===== src/hdl/bdth_pkg.sv =====
// ----------------------------------------------------------------------------
// bdth_pkg
// Shared types and constants for the button debounce / tap / hold block.
// ----------------------------------------------------------------------------
package bdth_pkg;

    // Field widths
    localparam int TIME_W    = 32;
    localparam int CFG_W     = 16;
    localparam int CFG_IDX_W = 1;
    localparam int EVENT_W   = 2;

    // Stream word widths (fields packed from bit 0, padded to whole bytes)
    localparam int IN_FIELDS_W  = 1 + TIME_W;
    localparam int IN_DATA_W    = ((IN_FIELDS_W + 7) / 8) * 8;
    localparam int OUT_DATA_W   = ((EVENT_W + 7) / 8) * 8;

    // Configuration register indexes
    localparam logic [CFG_IDX_W-1:0] REG_DEBOUNCE_MS = 1'b0;
    localparam logic [CFG_IDX_W-1:0] REG_HOLD_MS     = 1'b1;

    // Register reset values
    localparam logic [CFG_W-1:0] DEBOUNCE_MS_RESET = 16'd30;
    localparam logic [CFG_W-1:0] HOLD_MS_RESET     = 16'd800;

    // Line levels (active low button)
    localparam logic LEVEL_PRESSED  = 1'b0;
    localparam logic LEVEL_RELEASED = 1'b1;

    typedef enum logic [EVENT_W-1:0] {
        EV_NONE       = 2'd0,
        EV_TAP        = 2'd1,
        EV_HOLD_START = 2'd2,
        EV_HOLD_END   = 2'd3
    } event_t;

endpackage


===== src/hdl/button_debounce_tap_hold.sv =====
// ----------------------------------------------------------------------------
// button_debounce_tap_hold
// Debounces an active-low button sample stream and reports tap, hold start
// and hold end events, one event word per sample word.
// ----------------------------------------------------------------------------
//
//  Channel   | Direction | Payload
//  ----------+-----------+-----------------------------------------------------
//  s_axis    | in        | tdata[0] raw_level, tdata[32:1] now_ms, rest zero
//  m_axis    | out       | tdata[1:0] event_code, rest zero
//  cfg       | in        | cfg_we / cfg_index / cfg_wdata, 0 debounce, 1 hold
//
//  Flow: a sample word is captured in the input register, evaluated by
//  compare/subtract logic and lands in the output register; one word can be
//  taken every cycle while the output is not stalled.
//  Stalls: the input register drains when the output one is empty or taken;
//  s_axis_tready drops only when both are full and the output is not taken.
//  Reset: control flags and debounce/press state go to their idle values,
//  config registers to 30 ms debounce and 800 ms hold.
// ----------------------------------------------------------------------------
module button_debounce_tap_hold
(
    input  logic                              clk,
    input  logic                              rst_n,

    // Sample stream
    input  logic                              s_axis_tvalid,
    output logic                              s_axis_tready,
    input  logic [bdth_pkg::IN_DATA_W-1:0]    s_axis_tdata,  // raw_level, now_ms

    // Event stream
    output logic                              m_axis_tvalid,
    input  logic                              m_axis_tready,
    output logic [bdth_pkg::OUT_DATA_W-1:0]   m_axis_tdata,  // event_code

    // Configuration writes
    input  logic                              cfg_we,
    input  logic [bdth_pkg::CFG_IDX_W-1:0]    cfg_index,
    input  logic [bdth_pkg::CFG_W-1:0]        cfg_wdata
);
    import bdth_pkg::*;

    // Config registers
    logic [CFG_W-1:0]  debounce_ms_reg;
    logic [CFG_W-1:0]  hold_ms_reg;

    // Input stage
    logic              in_valid_reg;
    logic              in_level_reg;
    logic [TIME_W-1:0] in_now_reg;

    // Output stage
    logic              out_valid_reg;
    event_t            out_code_reg;

    // Debounce / press state
    logic              last_level_reg,    last_level_next;
    logic [TIME_W-1:0] window_start_reg,  window_start_next;
    logic              is_pressed_reg,    is_pressed_next;
    logic [TIME_W-1:0] press_start_reg,   press_start_next;
    logic              hold_reported_reg, hold_reported_next;
    event_t            code_next;

    logic              out_free;
    logic              advance;
    logic [TIME_W-1:0] window_elapsed;
    logic [TIME_W-1:0] press_elapsed;
    logic              window_done;
    logic              hold_due;

    // Handshake: input register moves on whenever the output slot frees up
    assign out_free      = !out_valid_reg || m_axis_tready;
    assign advance       = in_valid_reg && out_free;
    assign s_axis_tready = !in_valid_reg || out_free;

    assign m_axis_tvalid = out_valid_reg;
    assign m_axis_tdata  = {{(OUT_DATA_W-EVENT_W){1'b0}}, out_code_reg};

    // Wrapping elapsed times
    assign window_elapsed = in_now_reg - window_start_reg;
    assign press_elapsed  = in_now_reg - press_start_reg;
    assign window_done    = window_elapsed >= {{(TIME_W-CFG_W){1'b0}}, debounce_ms_reg};
    assign hold_due       = press_elapsed  >= {{(TIME_W-CFG_W){1'b0}}, hold_ms_reg};

    // Step of the debounce and tap/hold logic
    always_comb
    begin
        last_level_next    = last_level_reg;
        window_start_next  = window_start_reg;
        is_pressed_next    = is_pressed_reg;
        press_start_next   = press_start_reg;
        hold_reported_next = hold_reported_reg;
        code_next          = EV_NONE;

        if (in_level_reg != last_level_reg)
        begin
            // any level change restarts the window
            last_level_next   = in_level_reg;
            window_start_next = in_now_reg;
        end
        else if (window_done)
        begin
            if (in_level_reg == LEVEL_PRESSED && !is_pressed_reg)
            begin
                // press begins; no hold check this step
                is_pressed_next    = 1'b1;
                press_start_next   = in_now_reg;
                hold_reported_next = 1'b0;
            end
            else if (in_level_reg == LEVEL_RELEASED && is_pressed_reg)
            begin
                is_pressed_next = 1'b0;
                code_next       = hold_reported_reg ? EV_HOLD_END : EV_TAP;
            end
            else if (is_pressed_reg && !hold_reported_reg && hold_due)
            begin
                hold_reported_next = 1'b1;
                code_next          = EV_HOLD_START;
            end
        end
    end

    // Control and state registers
    always_ff @(posedge clk or negedge rst_n)
    begin
        if (!rst_n)
        begin
            in_valid_reg      <= 1'b0;
            out_valid_reg     <= 1'b0;
            last_level_reg    <= LEVEL_RELEASED;
            window_start_reg  <= '0;
            is_pressed_reg    <= 1'b0;
            press_start_reg   <= '0;
            hold_reported_reg <= 1'b0;
            debounce_ms_reg   <= DEBOUNCE_MS_RESET;
            hold_ms_reg       <= HOLD_MS_RESET;
        end
        else
        begin
            if (s_axis_tready)
            begin
                in_valid_reg <= s_axis_tvalid;
            end

            if (out_free)
            begin
                out_valid_reg <= in_valid_reg;
            end

            if (advance)
            begin
                last_level_reg    <= last_level_next;
                window_start_reg  <= window_start_next;
                is_pressed_reg    <= is_pressed_next;
                press_start_reg   <= press_start_next;
                hold_reported_reg <= hold_reported_next;
            end

            if (cfg_we)
            begin
                unique case (cfg_index)
                    REG_DEBOUNCE_MS: debounce_ms_reg <= cfg_wdata;
                    REG_HOLD_MS:     hold_ms_reg     <= cfg_wdata;
                    default:         ;
                endcase
            end
        end
    end

    // Payload registers
    always_ff @(posedge clk)
    begin
        if (s_axis_tready && s_axis_tvalid)
        begin
            in_level_reg <= s_axis_tdata[0];
            in_now_reg   <= s_axis_tdata[TIME_W:1];
        end

        if (advance)
        begin
            out_code_reg <= code_next;
        end
    end

endmodule

===== config.mk =====
export PLATFORM = sky130hd
export DESIGN_NAME = button_debounce_tap_hold
export DESIGN_NICKNAME = d
export VERILOG_FILES = /design/src/hdl/bdth_pkg.sv /design/src/hdl/button_debounce_tap_hold.sv
export SDC_FILE = /design/constraint.sdc
export NUM_CORES = 1
export LEC_CHECK = 0
export BUFFER_PORTS_ARGS = -buffer_cell sky130_fd_sc_hd__buf_2
export CAP_MARGIN = 10
export CORE_MARGIN = 2
export CORE_UTILIZATION = 60
export CTS_BUF_LIST = sky130_fd_sc_hd__clkbuf_16
export DETAILED_ROUTE_END_ITERATION = 8
export GPL_TIMING_DRIVEN = 0
export PLACE_DENSITY_LB_ADDON = 0.08
export SYNTH_ARGS = -nofsm -noshare
export SYNTH_HDL_FRONTEND = slang
export SYNTH_SLANG_ARGS = --single-unit

===== constraint.sdc =====
create_clock -name clk -period 9.3 [get_ports clk]
set_input_delay 0.465 -clock clk [delete_from_list [all_inputs] [get_ports clk]]
set_output_delay 0.465 -clock clk [all_outputs]
set_load 0.02 [all_outputs]

==> impl_metrics.ini <==
[worst_setup_path]
crit_chain = inv_1 -> ha_1 -> inv_1 -> fa_1 -> a21o_1 -> a221o_1 -> a211oi_4 -> nand2_1 -> xor2_1 -> ha_1 -> o2111ai_1 -> o21bai_1 -> o32ai_1 -> a211o_1 -> nor3_1 -> o2111ai_1 -> nor4_1 -> a31oi_2 -> nand2_4 -> nor2_8 -> buf_12 -> mux2_4
worst_r2r_startpoint = in_now_reg[0]
crit_path_end_kind = flop
critPathLaunch = in_now_reg[0]
setup.worst_path.class = flop to flop
crit_required_ns = 9.59
arrival_ns = 5.67
cp_slowest_stage_delay_ns = 0.44
cp_max_fo = 10
crit_path_top_delay_cell = a221o_1
startpoint_type = flop

[final_layout]
final_cells = 1349
fillers = 1333
drive_gt1_share_pct = 18.0
final_nets = 1276
area_growth_pct = 11.8
design_area_um2 = 11100
multi_input_area_um2 = 5750
insertedDiodeCount = 0
seq_area_um2 = 3590

[clock_tree]
cts_tree = built
clk_pin_slew_ns = 0.06
cts_buffer_depth = 2
insertion_delay_ns = 0.42
ctsHtreeMaxLevel = 4
cts_buffers = 17
cts_hold_repair.buffers = 0
clock-sinks = 136
postCtsSetupRepairBufs = 0
cts-root-buf = clkbuf_16
cts_resized = 0

[routing]
wirelength_um = 25100
viasPerCell = 5.94
drtPass1Iterations = 5
drtIter0Drc = 529
drt-wirelength-per-cell_um = 18.6
vias = 8009
ant_nets = 0
remaining_drc_errors = 0

[die]
start_util_pct = 60.7
fp.dieArea_um2 = 17700
fp.dieH_um = 133
ioPinCount = 72
rows = 47
core-area_um2 = 16400
die_x_um = 133

[power_and_ir_drop]
leakage_nw = 5.12
p_per_area_nw_per_um2 = 320
ir_drop_mv = 0.189

[place]
post-place-cells = 1317
pre_cts_ws_ns = 3.96
io_buffers = 58
dpl_cell_area_um2 = 10600
hpwlAfterDp_um = 19400
place_congestion = 0.958

[timing]
worst_slack_ns = 3.93
setup_viol = 0
hold_ws_ns = 0.0821
fin_crit_sh_pct = 57.8
slew_headroom_pct = 35.3
rsz0062_at_grt = no
hold_viol = 0
period_needed_ns = 5.37
maxSlewViolCount = 0
clock_skew_ns = 0.00938
fin_setup_tns_ns = 0
tightest_slew_ns = 0.971
fmax_mhz = 186

[min_path]
hp-class = input port to async pin

[synth]
synth_area_leader_cell = dfrtp_1
ys.flop_type = dfrtp_1
synth_top_area_share_pct = 23.4
synth_seq_cells = 136
avgSynthCellArea_um2 = 9.64
yosysMostFrequentCell = inv_1
synth_seq_area_share_pct = 36.0
synth_area_leaders = dfrtp_1 (23%), ha_1 (12%), edfxtp_1 (11%)
netlist_area_um2 = 9960
synth_edf_count = 35
synth_cell_types = 77
yosys-top-cells-count = inv_1 (112), ha_1 (96), dfrtp_1 (93)
yosysWarnings = 0
async_flop_share_pct = 74.3
synth_cells = 1033

[grt]
grt_overflow = 0
grt_max_degree = 54
grt_pass1_wl_um = 40700
antenna_found_initial = 0
first_global_vias = 7806
grt_use_total_pct = 29.5

[job]
drv_cap = 0

[outcome]
status = finished, final reports clean
-- per-stage QoR --
step                power, W  util (%)
floorplan            0.00243         -
global placement     0.00283      64.3
detailed placement   0.00288      64.5
CTS                  0.00355      67.9
global route         0.00386      67.9
finish               0.00357      67.9
-- routing by layer --
| metal | part of all wire [%] | global-route usage [%] | vias up | wire length (µm) |
|---|---|---|---|---|
| met4 | 2.1 | 8.36 | 0 | 533 |
| met3 | 5.4 | 6.02 | 44 | 1350 |
| li1 | - | - | 3891 | - |
| met1 | 46 | 40.6 | 3858 | 11500 |
| met2 | 47 | 47.6 | 216 | 11700 |
| met5 | 0 | 0 | - | 0 |
-- cells by family after synthesis --
| group | synth area share, % |
|---|---|
| and+or+nand+nor | 13.2 |
| buffers and inverters | 6.43 |
| adders and majority gates | 12.5 |
| muxes | 11.1 |
| DFF | 36.0 |
| xor gates and xnor gates | 3.08 |
| other | 0.0376 |
| AOI/OAI and AO/OA | 17.7 |
-- where the power goes --
| part | internal (W) | leakage, nW | switching [W] | total (W) |
|---|---|---|---|---|
| Clock | 0.000380 | 0.280 | 0.000267 | 0.000647 |
| Sequential | 0.000781 | 1.53 | 0.000103 | 0.000884 |
| Combinational | 0.000891 | 3.32 | 0.00115 | 0.00204 |
-- critical path, delay by kind of cell (launching register included) --
kind,cells,cell delay (ns)
compound gates,9,2.16
simple gates,5,0.98
fa+ha+maj,3,0.89
flops,1,0.39
buf+inv,3,0.34
mux,1,0.30
xor+xnor,1,0.17
-- cell type report --
| class | instances | area share (%) |
|---|---|---|
| multi-input cells | 751 | 51.7 |
| flip-flops and latches | 136 | 32.2 |
| clock buffers | 18 | 4.04 |
| inverters | 112 | 3.77 |
| repair buffers | 59 | 2.88 |
| well taps | 220 | 2.47 |
| plain buffers | 39 | 1.98 |
| clock inverters | 14 | 0.977 |
-- placed cells by master (no fill, tap or decap), drive strengths merged, types with 16 or more instances in the layout --
cell type,netlist,final
a21o,27,27
buf,11,70
clkbuf,28,46
o21ai,55,55
nor2,49,49
edfxtp,35,35
ha,96,96
inv,112,117
nand2b,16,16
xnor2,21,21
nor3,25,25
nand2,78,78
nand3,17,17
dfrtp,93,93
mux2,82,82
o21a,21,21
a21oi,70,70
nand4,17,17
-- worst paths after layout --
path	slack, ns	depth (start not counted)	end
worst max-delay path	3.93	22	press_start_reg[21]
worst min-delay path	0.08	1	press_start_reg[4]
worst max register to register	3.93	22	press_start_reg[21]
worst min register to register	0.47	1	m_axis_tvalid
max in group asynchronous	8.45	2	last_level_reg
min in group clk	0.22	1	in_now_reg[7]
Note: power is estimated with default switching activity, not from simulation.
